[config.mk]
export PLATFORM = sky130hd
export DESIGN_NAME = edge_flag_coverage_blend_core
export DESIGN_NICKNAME = d
export VERILOG_FILES = /design/src/rtl/core/efcb_pkg.sv /design/src/rtl/core/efcb_lane.sv /design/src/rtl/core/efcb_blend.sv /design/src/rtl/core/edge_flag_coverage_blend_core.sv
export VERILOG_INCLUDE_DIRS = /design/src /design/src/rtl/core
export SDC_FILE = /design/constraint.sdc
export NUM_CORES = 1
export LEC_CHECK = 0
export ABC_AREA = 1
export BUFFER_PORTS_ARGS = -buffer_cell sky130_fd_sc_hd__buf_2
export CAP_MARGIN = 15
export CELL_PAD_IN_SITES_DETAIL_PLACEMENT = 2
export CELL_PAD_IN_SITES_GLOBAL_PLACEMENT = 2
export CORE_MARGIN = 2
export CORE_UTILIZATION = 35
export CTS_BUF_LIST = sky130_fd_sc_hd__clkbuf_16
export DETAILED_ROUTE_END_ITERATION = 8
export GPL_TIMING_DRIVEN = 1
export HOLD_SLACK_MARGIN = 0.08
export PLACE_DENSITY = 0.91
export SYNTH_ARGS = -nofsm -noshare
export SYNTH_HDL_FRONTEND = slang
export SYNTH_HIERARCHICAL = 1
export SYNTH_SLANG_ARGS = --single-unit
[constraint.sdc]
create_clock -name clk -period 7.8 [get_ports clk]
set_input_delay 1.95 -clock clk [delete_from_list [all_inputs] [get_ports clk]]
set_output_delay 1.95 -clock clk [all_outputs]
set_load 0.01 [all_outputs]
[src/rtl/core/edge_flag_coverage_blend_core_defines.svh]
// ---------------------------------------------------------------------------
// Edge flag coverage blend assertion macros
// Shared concurrent assertion forms, clocked on clk and disabled in rst.
// ---------------------------------------------------------------------------
`ifndef EDGE_FLAG_COVERAGE_BLEND_CORE_DEFINES_SVH
`define EDGE_FLAG_COVERAGE_BLEND_CORE_DEFINES_SVH

// same-cycle implication
`define EFCB_ASSERT_NOW(lbl, ante, cons, msg) \
  lbl: assert property (@(posedge clk) disable iff (rst) (ante) |-> (cons)) \
    else $error(msg);

// next-cycle implication
`define EFCB_ASSERT_NEXT(lbl, ante, cons, msg) \
  lbl: assert property (@(posedge clk) disable iff (rst) (ante) |=> (cons)) \
    else $error(msg);

`endif

[src/rtl/core/efcb_pkg.sv]
// ---------------------------------------------------------------------------
// Edge flag coverage blend package
// Payload types, lane control struct, register map and default sizes.
// ---------------------------------------------------------------------------
`default_nettype none

package efcb_pkg;

  localparam int SUBPIXELS_DEF    = 8;
  localparam int WINDING_BITS_DEF = 8;
  localparam int PADDR_W          = 3;
  localparam int PDATA_W          = 32;

  typedef struct packed {
    logic [7:0]  edge_flags;
    logic [63:0] winding_deltas;
    logic [31:0] dest_pixel;
    logic        span_start;
    logic        fill_start;
  } pix_t;

  typedef struct packed {
    logic [31:0] blended_pixel;
    logic [3:0]  coverage;
  } res_t;

  typedef struct packed {
    logic accept;
    logic flag;
    logic fill_start;
    logic nonzero;
  } lane_ctrl_t;

  typedef enum logic {
    REG_FILL_COLOR = 1'b0,
    REG_FILL_RULE  = 1'b1
  } reg_idx_t;

endpackage

`default_nettype wire

[src/rtl/core/efcb_lane.sv]
// ---------------------------------------------------------------------------
// Edge flag coverage blend winding lane
// One sub-row winding accumulator; flags a mask toggle on a zero crossing.
// ---------------------------------------------------------------------------
`default_nettype none

module efcb_lane
  import efcb_pkg::*;
#(
  parameter int WINDING_BITS = WINDING_BITS_DEF
) (
  input  wire logic                    clk,
  input  wire logic                    rst,
  input  wire lane_ctrl_t              ctrl,
  input  wire logic [WINDING_BITS-1:0] delta,
  output logic                         toggle
);

  logic [WINDING_BITS-1:0] sum;
  logic [WINDING_BITS-1:0] sum_base;
  logic [WINDING_BITS-1:0] sum_next;

  always_comb begin
    sum_base = ctrl.fill_start ? '0 : sum;
    sum_next = sum_base + delta;
    toggle   = ctrl.flag && ((sum_base == '0) != (sum_next == '0));
  end

  always_ff @(posedge clk) begin
    if (rst) begin
      sum <= '0;
    end else if (ctrl.accept) begin
      if (ctrl.nonzero && ctrl.flag) begin
        sum <= sum_next;
      end else begin
        sum <= sum_base;
      end
    end
  end

endmodule

`default_nettype wire

[src/rtl/core/efcb_blend.sv]
// ---------------------------------------------------------------------------
// Edge flag coverage blend merge stage
// Weights each byte by coverage, then scales by 1/SUBPIXELS into the output.
// ---------------------------------------------------------------------------
`default_nettype none

module efcb_blend
  import efcb_pkg::*;
#(
  parameter int SUBPIXELS = SUBPIXELS_DEF
) (
  input  wire logic                                 clk,
  input  wire logic                                 rst,
  input  wire logic                                 a_valid,
  input  wire logic [$clog2(SUBPIXELS+1)-1:0]       a_cov,
  input  wire logic [31:0]                          a_dest,
  input  wire logic [31:0]                          color,
  input  wire logic                                 res_ready,
  output logic                                      take,
  output logic                                      res_valid,
  output res_t                                      res
);

  localparam int CW  = $clog2(SUBPIXELS + 1);
  localparam int PW  = 8 + CW + 1;
  localparam int SW  = $clog2(255 * SUBPIXELS + 1);
  localparam int RK  = 16;
  localparam int RM  = ((1 << RK) + SUBPIXELS - 1) / SUBPIXELS;
  localparam int RMW = $clog2(RM + 1);

  logic              b_valid;
  logic [CW-1:0]     b_cov;
  logic [3:0][SW-1:0] b_sum;
  logic [3:0][SW-1:0] b_sum_next;
  logic [CW-1:0]     inv;
  logic [PW-1:0]     wsum;
  logic [SW+RMW-1:0] scaled;
  logic [31:0]       pix_next;
  logic              en_c;

  assign en_c = !res_valid || res_ready;
  assign take = !b_valid || en_c;

  always_comb begin
    inv = CW'(SUBPIXELS) - a_cov;
    b_sum_next = '0;
    wsum = '0;
    for (int n = 0; n < 4; n++) begin
      wsum = PW'(a_dest[8*n +: 8]) * PW'(inv) + PW'(color[8*n +: 8]) * PW'(a_cov);
      b_sum_next[n] = SW'(wsum);
    end
  end

  always_comb begin
    pix_next = '0;
    scaled = '0;
    for (int n = 0; n < 4; n++) begin
      scaled = (SW+RMW)'(b_sum[n]) * (SW+RMW)'(RM);
      pix_next[8*n +: 8] = scaled[RK +: 8];
    end
  end

  always_ff @(posedge clk) begin
    if (rst) begin
      b_valid   <= 1'b0;
      res_valid <= 1'b0;
    end else begin
      if (take) begin
        b_valid <= a_valid;
      end
      if (en_c) begin
        res_valid <= b_valid;
      end
    end
  end

  always_ff @(posedge clk) begin
    if (take && a_valid) begin
      b_sum <= b_sum_next;
      b_cov <= a_cov;
    end
    if (en_c && b_valid) begin
      res.blended_pixel <= pix_next;
      res.coverage      <= 4'(b_cov);
    end
  end

endmodule

`default_nettype wire

[src/rtl/core/edge_flag_coverage_blend_core.sv]
// ---------------------------------------------------------------------------
// Edge flag coverage blend core
// Scanline edge-flag fill: running coverage mask, winding lanes and blend.
// ---------------------------------------------------------------------------
// Usage:
//   Pixels enter on pix (pix_valid/pix_ready) and results leave on res
//   (res_valid/res_ready); a transfer happens when valid and ready are high.
//   One pixel per clock is accepted while the result side keeps up.
//   A result is registered in stages after its pixel's transfer: the
//   transfer edge updates the mask and winding lanes, the next stage
//   forms the weighted byte sums, and the one after that scales them
//   into the output register.
//   Sustained throughput is one pixel per cycle while res_ready stays high;
//   the rate is set by the mask and accumulator update loop.
//   When res_ready is low, the three stages fill and then pix_ready drops
//   until the result is taken; nothing is lost or repeated.
//   Reset (rst, synchronous) clears the mask, winding sums, fill_color,
//   fill_rule and all stage valids.
//   fill_color (address 0) and fill_rule (address 4) go over the APB port;
//   the user must write them only while the pipeline is empty; the block itself does not enforce it.
// ---------------------------------------------------------------------------
`default_nettype none

`include "edge_flag_coverage_blend_core_defines.svh"

module edge_flag_coverage_blend_core
  import efcb_pkg::*;
#(
  parameter int SUBPIXELS    = SUBPIXELS_DEF,
  parameter int WINDING_BITS = WINDING_BITS_DEF
) (
  input  wire logic               clk,
  input  wire logic               rst,
  input  wire logic               psel,
  input  wire logic               penable,
  input  wire logic               pwrite,
  input  wire logic [PADDR_W-1:0] paddr,
  input  wire logic [PDATA_W-1:0] pwdata,
  output logic [PDATA_W-1:0]      prdata,
  output logic                    pready,
  input  wire logic               pix_valid,
  output logic                    pix_ready,
  input  wire pix_t               pix,
  output logic                    res_valid,
  input  wire logic               res_ready,
  output res_t                    res
);

  localparam int CW = $clog2(SUBPIXELS + 1);

  logic [31:0]          fill_color;
  logic                 fill_rule;
  logic [SUBPIXELS-1:0] mask;
  logic [SUBPIXELS-1:0] mask_base;
  logic [SUBPIXELS-1:0] mask_next;
  logic [SUBPIXELS-1:0] toggles;
  logic [CW-1:0]        cov_next;
  logic                 a_valid;
  logic [CW-1:0]        a_cov;
  logic [31:0]          a_dest;
  logic                 take_b;
  logic                 accept;
  logic                 cfg_write;
  reg_idx_t             cfg_idx;

  assign pready    = 1'b1;
  assign cfg_write = psel && penable && pwrite && pready;
  assign cfg_idx   = reg_idx_t'(paddr[2]);

  always_ff @(posedge clk) begin
    if (rst) begin
      fill_color <= '0;
      fill_rule  <= 1'b0;
    end else if (cfg_write) begin
      case (cfg_idx)
        REG_FILL_COLOR: fill_color <= pwdata;
        REG_FILL_RULE:  fill_rule  <= pwdata[0];
        default: ;
      endcase
    end
  end

  always_comb begin
    case (cfg_idx)
      REG_FILL_COLOR: prdata = fill_color;
      REG_FILL_RULE:  prdata = {{(PDATA_W-1){1'b0}}, fill_rule};
      default:        prdata = '0;
    endcase
  end

  assign pix_ready = !a_valid || take_b;
  assign accept    = pix_valid && pix_ready;

  for (genvar n = 0; n < SUBPIXELS; n++) begin : g_lane
    lane_ctrl_t ctrl;

    always_comb begin
      ctrl.accept     = accept;
      ctrl.flag       = pix.edge_flags[n];
      ctrl.fill_start = pix.fill_start;
      ctrl.nonzero    = fill_rule;
    end

    efcb_lane #(
      .WINDING_BITS(WINDING_BITS)
    ) u_lane (
      .clk   (clk),
      .rst   (rst),
      .ctrl  (ctrl),
      .delta (pix.winding_deltas[8*n +: WINDING_BITS]),
      .toggle(toggles[n])
    );
  end

  always_comb begin
    mask_base = pix.span_start ? '0 : mask;
    if (fill_rule) begin
      mask_next = mask_base ^ toggles;
    end else begin
      mask_next = mask_base ^ pix.edge_flags[SUBPIXELS-1:0];
    end
    cov_next = '0;
    for (int i = 0; i < SUBPIXELS; i++) begin
      cov_next = cov_next + CW'(mask_next[i]);
    end
  end

  always_ff @(posedge clk) begin
    if (rst) begin
      mask    <= '0;
      a_valid <= 1'b0;
    end else begin
      if (accept) begin
        mask <= mask_next;
      end
      if (pix_ready) begin
        a_valid <= pix_valid;
      end
    end
  end

  always_ff @(posedge clk) begin
    if (accept) begin
      a_cov  <= cov_next;
      a_dest <= pix.dest_pixel;
    end
  end

  efcb_blend #(
    .SUBPIXELS(SUBPIXELS)
  ) u_blend (
    .clk      (clk),
    .rst      (rst),
    .a_valid  (a_valid),
    .a_cov    (a_cov),
    .a_dest   (a_dest),
    .color    (fill_color),
    .res_ready(res_ready),
    .take     (take_b),
    .res_valid(res_valid),
    .res      (res)
  );

  `EFCB_ASSERT_NOW(a_cov_range, res_valid, res.coverage <= 4'(SUBPIXELS), "coverage out of range")
  `EFCB_ASSERT_NOW(a_stall_src, !pix_ready, res_valid && !res_ready, "input stalled without output stall")
  `EFCB_ASSERT_NEXT(a_eo_span, accept && pix.span_start && !fill_rule && !cfg_write, mask == $past(pix.edge_flags[SUBPIXELS-1:0]), "even-odd span start mask mismatch")

endmodule

`default_nettype wire
==> impl_metrics.py, run 1 <==
metrics = {
    "status": {
        "status": "complete, no violations",
    },
    "route": {
        "postRouteWirelength_um": 74500,
        "wl_met1_um": 29200,
        "ant_nets": 0,
        "drt_iter0_drc": 726,
        "drc_errors": 0,
        "viasPerCell": 5.00,
        "dr_total_vias": 19100,
        "highest_layer": "met5",
        "drtPass1Iterations": 5,
        "wl_per_cell_um": 19.5,
        "met2_length_um": 39800,
        "wl_met3_um": 2970,
    },
    "timing": {
        "tightestPinTransition_ns": 1.08,
        "setup_slack_ns": 1.16,
        "fin_skew_ns": 0.0248,
        "rsz0062_at_grt": "no",
        "fin_crit_ns": 6.64,
        "hold_violations": 0,
        "fmax_mhz": 151,
        "setup_viol": 0,
        "maxSlewViolCount": 0,
        "fin_tns_setup_ns": 0,
        "post-route-period-util_pct": 85.1,
        "maxSlewHeadroom_pct": 28.2,
    },
    "job": {
        "drv_cap": 0,
    },
    "critical_path": {
        "worstPathCellList": "buf_2 -> buf_4 -> nor2_1 -> fa_1 -> or2_2 -> nor2_1 -> nand3_1 -> nor2_2 -> a21oi_1 -> nor2_1 -> nand2_1 -> nand3_1 -> nand2_1 -> fa_1 -> inv_1 -> fa_1 -> inv_1 -> fa_1 -> inv_1 -> ha_1 -> inv_1 -> fa_1 -> inv_1",
        "crit_slowest_cell": "fa_1",
        "slowest_delay_ns": 0.55,
        "start_kind": "input port",
        "path_class": "in2reg",
        "required_ns": 8.13,
        "cp.arrival_ns": 6.96,
        "cp_max_fo": 27,
        "cp-end-kind": "flop",
        "r2r_slack_ns": 1.73,
    },
    "die": {
        "die-area_sq_um": 60400,
        "start_util_pct": 35.5,
        "ios": 219,
        "core_sq_um": 57700,
        "num_rows": 88,
        "dieWidth_um": 246,
        "die_h_um": 246,
    },
    "synth": {
        "yosysWarnings": 6,
        "netlist.area_leader.share_pct": 16.8,
        "synth-seq-cells": 216,
        "syn_area_per_cell_sq_um": 7.21,
        "netlist_instances": 2837,
        "synth_edf_count": 108,
        "yosysMostFrequentCell": "inv_1",
        "async_flop_share_pct": 0,
        "synth_nets": 3289,
        "netlist_area_sq_um": 20500,
        "seq_area_frac_synth_pct": 26.4,
        "synth_flop_cell": "edfxtp_1",
        "synthTopCellsByCount": "713 x inv_1, 710 x nand2_1, 298 x nor2_1, 172 x fa_1, 143 x nand3_1",
        "yosysUniqueCellTypes": 37,
        "yosys.area.top_type": "fa_1",
        "synth_area_leaders": "fa_1 17%, edfxtp_1 16%, inv_1 13%",
    },
    "global_routing": {
        "antenna_found_initial": 8,
        "grt_pass1_vias": 22300,
        "grt_max_degree": 62,
        "grt_util_all_layers_pct": 24.8,
        "grt_pass1_wl_um": 118000,
        "grt-ovfl-total": 0,
    },
    "pwr": {
        "combPwrFrac_pct": 62.8,
        "vdd_ir_drop_max_uv": 208,
        "finalPower_uw": 8050,
        "sw_frac_of_total_pct": 48.6,
        "seq_power_share_pct": 20.6,
        "p_clk_share_pct": 16.7,
        "powerDensity_nw_per_um2": 348,
        "p_leak_uw": 0.0130,
        "internal_power_uw": 4140,
        "p_sw_uw": 3910,
    },
    "placed_design": {
        "place_congestion": 0.855,
        "hpwl_um": 57600,
        "portBuffers": 215,
        "dpl.cell_count": 3764,
        "pre_cts_ws_ns": 0.585,
    },
    "clock_tree": {
        "clk_path_buf_depth": 3,
        "cts_buffers": 27,
        "cts_setup_buffers": 0,
        "cts-root-buf": "clkbuf_16",
        "clock-sinks": 216,
        "cts_tree": "done",
        "post_cts_resized": 0,
        "clk_pin_slew_ns": 0.06,
        "clk_latency_ns": 0.58,
        "cts.htree.levels": 1,
        "hold_buffers": 0,
    },
    "cells_and_area": {
        "final_cell_count_no_fill": 3815,
        "finish.utilization_pct": 40.2,
        "drive_above_1_share_pct": 11.2,
        "finalNetCount": 3481,
        "area_growth_syn_to_layout_pct": 13.3,
    },
    "hold_path": {
        "hold_class": "reg2reg",
    },
}
[per-stage QoR]
step | cell area [sq um] | hold slack (ns)
2_1_floorplan | 20500 | 0.400
3_3_place_gp | 22200 | 0.402
3_5_place_dp | 22200 | 0.406
4_1_cts | 23100 | 0.413
5_1_grt | 23200 | 0.418
6_report | 23200 | 0.412
[power by group through the flow]
| stage | logic [uW] | registers, uW | clock network [uW] |
|---|---|---|---|
| 3_5_place_dp | 4980 | 1680 | 0 |
| 5_1_grt | 5720 | 1670 | 1410 |
| 2_1_floorplan | 3420 | 1640 | 0 |
| 6_report | 5060 | 1660 | 1340 |
| 3_3_place_gp | 4310 | 1670 | 0 |
| 4_1_cts | 5090 | 1660 | 1380 |
[critical path, delay by kind of cell]
family          cells  cell delay [ns]
fa+ha+maj           6             2.62
simple gates        9             1.28
buf+inv             7             1.01
compound gates      1             0.11
[layer usage]
layer  vias up  track usage (%)
met5         -                0
met3       158             3.67
met2       336             47.7
met1      9593             27.3
li1       8957                -
met4        12             8.86
[area by class of cell]
class	count	area [sq um]
Antenna cell	2	5.00
Sequential cell	216	5410
Fill cell	6862	34500
Clock buffer	27	676
Inverter	726	2730
Tap cell	765	957
Multi-Input combinational cell	1826	11900
Timing Repair Buffer	232	1220
Clock inverter	21	226
[cell usage in the layout, fill, tap and decap left out, types with 3 or more instances in the layout]
cell	synthesis	final
inv_1	713	716
nand2_1	710	710
nor2_1	298	298
buf_2	22	215
fa_1	172	172
nand3_1	143	143
ha_1	132	132
a21oi_1	120	119
edfxtp_1	108	108
dfxtp_1	108	108
o21ai_0	63	63
clkbuf_16	0	27
xor2_1	26	26
nand4_1	25	25
a221oi_1	24	24
nand2_2	19	19
o211ai_1	16	16
buf_4	13	16
inv_2	13	13
nand3_2	13	13
or2_2	10	10
nor2_2	10	10
nand3b_1	8	8
a41oi_1	8	8
clkinv_2	0	6
o21ai_1	6	6
xnor2_1	5	5
bufinv_16	0	5
clkinv_1	0	4
or3_1	3	3
a31oi_1	3	3
[registers in the layout, indices dropped and copies added, names as in the netlist]
register	count
g_lane.u_lane/sum	64
u_blend/res	36
a_dest	32
fill_color	32
u_blend/b_sum	32
mask	8
a_cov	4
u_blend/b_cov	4
a_valid	1
fill_rule	1
u_blend/b_valid	1
u_blend/res_valid	1
[cell families after synthesis]
logic type | Yosys count | synth area share, %
simple gates | 1242 | 25.1
compound gates | 248 | 6.99
flops | 216 | 26.4
other cells | 1 | 0.0183
buf+inv | 795 | 15.2
xor+xnor | 31 | 1.33
fa+ha+maj | 304 | 24.9
[path summary, 6_finish.rpt]
check        depth (start not counted)                     endpoint                       start
max                                 23           a_cov[1]$_DFFE_PP_                      pix[0]
min                                  0     u_blend/res[6]$_DFFE_PP_  u_blend/b_sum[5]$_DFFE_PP_
max reg2reg                         19  u_blend/b_sum[19]$_DFFE_PP_          a_cov[1]$_DFFE_PP_
min reg2reg                          0     u_blend/res[6]$_DFFE_PP_  u_blend/b_sum[5]$_DFFE_PP_
No activity file was read; power rests on OpenSTA's default activity.
==> run 2, diff against run 1 <==
clock period = 7.6 ns   (was 7.8 ns; I/O delays follow)
==> run 2 against run 1 <==
Non-clock buffer count shrank 1; clock-buffer cell count is the same; final cell count is essentially flat; sequential share of layout area is essentially flat; via count shrank 0.45%; critical endpoint is now a_cov[2]$_DFFE_PP_; largest cell class unchanged; largest power group unchanged.
==> impl_metrics.py, run 2 (synthesis results as in run 1) <==
metrics = {
    "status": {
        "status": "complete, no violations",
    },
    "timing": {
        "hold_violations": 0,
        "fmax_mhz": 152,
        "fin_tns_setup_ns": 0,
        "setup_slack_ns": 1.02,
        "fin_crit_ns": 6.58,
        "maxSlewViolCount": 0,
        "whs_ns": 0.418,
        "post-route-period-util_pct": 86.6,
        "tightestPinTransition_ns": 1.02,
        "rsz0062_at_grt": "no",
        "maxSlewHeadroom_pct": 32.3,
        "setup_viol": 0,
        "fin_skew_ns": 0.0143,
    },
    "global_routing": {
        "grt_max_degree": 61,
        "grt_pass1_wl_um": 119000,
        "grt_pass1_vias": 22700,
        "grt-ovfl-total": 0,
        "antenna_found_initial": 10,
        "grt_util_all_layers_pct": 25.1,
    },
    "route": {
        "ant_nets": 0,
        "postRouteWirelength_um": 75200,
        "drt_iter0_drc": 764,
        "drtPass1Iterations": 4,
        "viasPerCell": 4.97,
        "wl_per_cell_um": 19.7,
        "dr_total_vias": 19000,
        "drc_errors": 0,
    },
    "clock_tree": {
        "cts_setup_buffers": 0,
        "clk_latency_ns": 0.57,
        "post_cts_resized": 0,
        "cts-root-buf": "clkbuf_16",
        "clock-sinks": 216,
        "clk_path_buf_depth": 3,
        "cts_tree": "done",
        "cts_buffers": 27,
        "cts.htree.levels": 1,
        "hold_buffers": 0,
        "clk_pin_slew_ns": 0.06,
    },
    "critical_path": {
        "start_kind": "input port",
        "required_ns": 7.92,
        "path_class": "in2reg",
        "cp_max_fo": 43,
        "cp-end-kind": "flop",
        "cp.arrival_ns": 6.91,
    },
    "pwr": {
        "p_sw_uw": 3980,
        "sw_frac_of_total_pct": 48.4,
        "internal_power_uw": 4240,
        "vdd_ir_drop_max_uv": 220,
        "combPwrFrac_pct": 62.4,
        "seq_power_share_pct": 20.6,
        "p_clk_share_pct": 17.0,
        "powerDensity_nw_per_um2": 355,
        "p_leak_uw": 0.0130,
    },
    "placed_design": {
        "pre_cts_ws_ns": 0.403,
        "portBuffers": 215,
        "place_congestion": 0.849,
        "dpl.cell_count": 3764,
        "hpwl_um": 59800,
    },
    "cells_and_area": {
        "reg_top3": "g_lane.u_lane/sum x64, u_blend/res x36",
        "finish.utilization_pct": 40.2,
        "area_growth_syn_to_layout_pct": 13.4,
        "finalNetCount": 3480,
        "final_cell_mix": "713 x inv_1, 710 x nand2_1, 298 x nor2_1",
        "fillerInstances": 6910,
        "largest_register": "g_lane.u_lane/sum",
        "largest_reg_flops": 64,
        "final_common_cell": "inv_1",
        "final_cell_count_no_fill": 3817,
        "drive_above_1_share_pct": 11.4,
    },
    "die": {
        "start_util_pct": 35.5,
        "num_rows": 88,
        "die_h_um": 246,
        "ios": 219,
        "dieWidth_um": 246,
        "die-area_sq_um": 60400,
        "core_sq_um": 57700,
    },
    "hold_path": {
        "hold_class": "reg2reg",
    },
    "job": {
        "drv_cap": 0,
    },
}
-- run 2: cell count changes in the layout (fill, tap and decap cells not counted), moves of 2 or more --
cell / previous run / this run
clkinv_1: 4 / 2
clkinv_4: 0 / 3
inv_1: 716 / 713
inv_6: 0 / 3
-- run 2: area by class of cell --
class	instances	area, sq um	area share (%)
Clock buffer	27	676	2.91
Inverter	726	2730	11.8
Clock inverter	23	273	1.18
Sequential cell	216	5410	23.3
Antenna cell	3	7.51	0.0324
Multi-Input combinational cell	1826	11900	51.5
Timing Repair Buffer	231	1210	5.21
Tap cell	765	957	4.13
-- run 2: final timing paths --
kind / startpoint / slack, ns / depth (start not counted) / endpoint
max reg2reg: a_cov[1]$_DFFE_PP_ / 1.33 / 21 / u_blend/b_sum[19]$_DFFE_PP_
min: u_blend/b_cov[3]$_DFFE_PP_ / 0.42 / 0 / u_blend/res[3]$_DFFE_PP_
max: pix[0] / 1.02 / 23 / a_cov[2]$_DFFE_PP_
min reg2reg: u_blend/b_cov[3]$_DFFE_PP_ / 0.42 / 0 / u_blend/res[3]$_DFFE_PP_
-- run 2: stage by stage --
step                instance area, sq um  power [uW]
global placement                   22200        6120
finish                             23200        8230
detailed placement                 22200        6840
global route                       23200        8990
CTS                                23200        8310
floorplan                          20500        5190
-- run 2: per-layer routing --
metal / global-route usage (%) / part of all wire [%] / up-vias
met2: 49.2 / 54 / 342
met1: 27.0 / 39 / 9469
met5: 0 / 0.12 / -
met4: 9.20 / 3.7 / 14
met3: 3.26 / 3.2 / 171
li1: - / - / 8975
-- run 2: power groups by stage --
stage	sequential, uW	combinational (uW)	clock, uW
CTS	1700	5180	1440
finish	1700	5130	1400
floorplan	1680	3510	0
global placement	1700	4420	0
global route	1710	5810	1480
detailed placement	1720	5120	0
-- run 2: worst max-delay path, cell delays in order --
cell,delay [ns]
buf_2,0.24
buf_12,0.25
nor2_1,0.30
fa_1,0.51
or2_2,0.32
nor2_1,0.13
nand3_1,0.12
nor2_2,0.16
a21oi_1,0.08
nor2_1,0.10
nand2_1,0.08
nand3_1,0.11
nand2_1,0.11
fa_1,0.55
inv_1,0.05
fa_1,0.50
inv_1,0.05
fa_1,0.45
inv_1,0.07
ha_1,0.18
inv_1,0.07
fa_1,0.41
xnor2_1,0.14
==> run 3, diff against run 2 <==
REMOVE_ABC_BUFFERS = 1   (was not set)
clock period = 6.8 ns   (was 7.6 ns; I/O delays follow)
==> run 3 against run 2 <==
Clock power grew 9%; sequential share of layout area is essentially flat; worst hold slack gained 0.0034 ns; routed wire length shrank 3.6%; combinational power grew 12%; cell area is essentially flat; clock-buffer cell count grew 3; critical endpoint is now a_cov[1]$_DFFE_PP_; largest power group unchanged.
==> impl_metrics.py, run 3 (synthesis results as in run 1) <==
metrics = {
    "hold_path": {
        "hold_class": "reg2reg",
    },
    "route": {
        "dr_total_vias": 18800,
        "drt_iter0_drc": 622,
        "viasPerCell": 4.93,
        "drtPass1Iterations": 5,
        "drc_errors": 0,
        "ant_nets": 0,
        "wl_per_cell_um": 19.0,
        "postRouteWirelength_um": 72500,
    },
    "clock_tree": {
        "clk_path_buf_depth": 3,
        "hold_buffers": 0,
        "clock-sinks": 216,
        "cts.htree.levels": 1,
        "cts_buffers": 28,
        "cts_tree": "done",
        "cts_setup_buffers": 0,
        "post_cts_resized": 0,
        "clk_latency_ns": 0.59,
        "clk_pin_slew_ns": 0.06,
        "cts-root-buf": "clkbuf_16",
    },
    "die": {
        "start_util_pct": 35.5,
        "num_rows": 88,
        "core_sq_um": 57700,
        "ios": 219,
        "dieWidth_um": 246,
        "die-area_sq_um": 60400,
        "die_h_um": 246,
    },
    "global_routing": {
        "grt_pass1_wl_um": 116000,
        "grt_util_all_layers_pct": 24.2,
        "grt_pass1_vias": 22200,
        "antenna_found_initial": 8,
        "grt-ovfl-total": 0,
        "grt_max_degree": 63,
    },
    "placed_design": {
        "placed_cell_area_sq_um": 22300,
        "place_congestion": 0.849,
        "portBuffers": 215,
        "hpwl_um": 56600,
        "pre_cts_ws_ns": -0.0933,
    },
    "timing": {
        "fin_skew_ns": 0.0221,
        "setup_viol": 0,
        "maxSlewViolCount": 0,
        "maxSlewHeadroom_pct": 28.9,
        "fin_crit_ns": 6.25,
        "whs_ns": 0.421,
        "post-route-period-util_pct": 91.9,
        "rsz0062_at_grt": "no",
        "fmax_mhz": 160,
        "hold_violations": 0,
        "setup_slack_ns": 0.550,
        "tightestPinTransition_ns": 1.06,
    },
    "critical_path": {
        "cp_max_fo": 11,
        "path_class": "in2reg",
        "cp.arrival_ns": 6.58,
        "start_kind": "input port",
        "required_ns": 7.13,
        "cp-end-kind": "flop",
    },
    "cells_and_area": {
        "finalNetCount": 3485,
        "final_common_cell": "inv_1",
        "largest_register": "g_lane.u_lane/sum",
        "area_growth_syn_to_layout_pct": 13.4,
        "drive_above_1_share_pct": 11.3,
        "largest_reg_flops": 64,
        "reg_top3": "g_lane.u_lane/sum x64, u_blend/res x36",
        "fin_area_sq_um": 23200,
        "finish.utilization_pct": 40.2,
        "final_cell_mix": "717 x inv_1, 710 x nand2_1, 298 x nor2_1",
    },
    "pwr": {
        "powerDensity_nw_per_um2": 395,
        "p_leak_uw": 0.0130,
        "vdd_ir_drop_max_uv": 247,
        "finalPower_uw": 9160,
    },
    "job": {
        "drv_cap": 0,
    },
    "status": {
        "status": "complete, no violations",
    },
}
-- run 3: cell types whose count changed in the layout (fill, tap and decap cells not counted), sizes merged --
| cell | previous run | this run |
|---|---|---|
| inv | 730 | 732 |
| bufinv | 5 | 3 |
| buf | 231 | 235 |
| clkinvlp | 4 | 1 |
| clkbuf | 27 | 30 |
| diode | 3 | 5 |
| clkinv | 10 | 11 |
-- run 3: final timing paths --
| kind | depth (start not counted) | slack (ns) | start | end |
|---|---|---|---|---|
| worst max-delay path | 23 | 0.55 | pix[0] | a_cov[1]$_DFFE_PP_ |
| worst min-delay path | 0 | 0.42 | u_blend/b_sum[26]$_DFFE_PP_ | u_blend/res[21]$_DFFE_PP_ |
| worst max register to register | 17 | 0.98 | a_cov[1]$_DFFE_PP_ | u_blend/b_sum[10]$_DFFE_PP_ |
| worst min register to register | 0 | 0.42 | u_blend/b_sum[26]$_DFFE_PP_ | u_blend/res[21]$_DFFE_PP_ |
-- run 3: layout make-up --
type,count,area (sq um)
Antenna cell,5,12.5
Clock buffer,30,751
Clock inverter,21,173
Multi-Input combinational cell,1826,11900
Fill cell,6895,34500
Sequential cell,216,5410
Inverter,726,2730
Timing Repair Buffer,235,1230
Tap cell,765,957
-- run 3: worst max-delay path, cell delays in order --
cell	delay, ns
buf_2	0.29
nor2_1	0.13
ha_1	0.26
fa_1	0.49
or2_2	0.30
nor2_1	0.11
nand3_1	0.11
nor2_2	0.15
a21oi_1	0.08
nor2_1	0.12
nand2_1	0.08
nand3_1	0.14
nand2_1	0.13
fa_1	0.57
inv_1	0.06
fa_1	0.49
inv_1	0.06
fa_1	0.46
inv_1	0.08
ha_1	0.17
inv_1	0.06
fa_1	0.48
inv_1	0.04
-- run 3: routing by layer --
layer / share of wire, % / vias to the layer above / global-route usage (%)
met1: 39 / 9426 / 26.7
met2: 54 / 315 / 47.5
li1: - / 8964 / -
met5: 0.091 / - / 0
met4: 3.4 / 10 / 7.88
met3: 3.0 / 126 / 2.96
-- run 3: through the flow --
| stage | TNS, ns | instances |
|---|---|---|
| global route | 0 | 3821 |
| CTS | 0 | 3819 |
| floorplan | 0 | 2768 |
| detailed placement | -0.171 | 3768 |
| global placement | 0 | 3768 |
| finish | 0 | 3824 |
-- run 3: power by group --
group	switching, uW	leakage, uW	internal (uW)
sequential	85.0	0.00191	1800
combinational	3710	0.0106	2030
clock	632	0.000472	902
total	4430	0.0130	4730
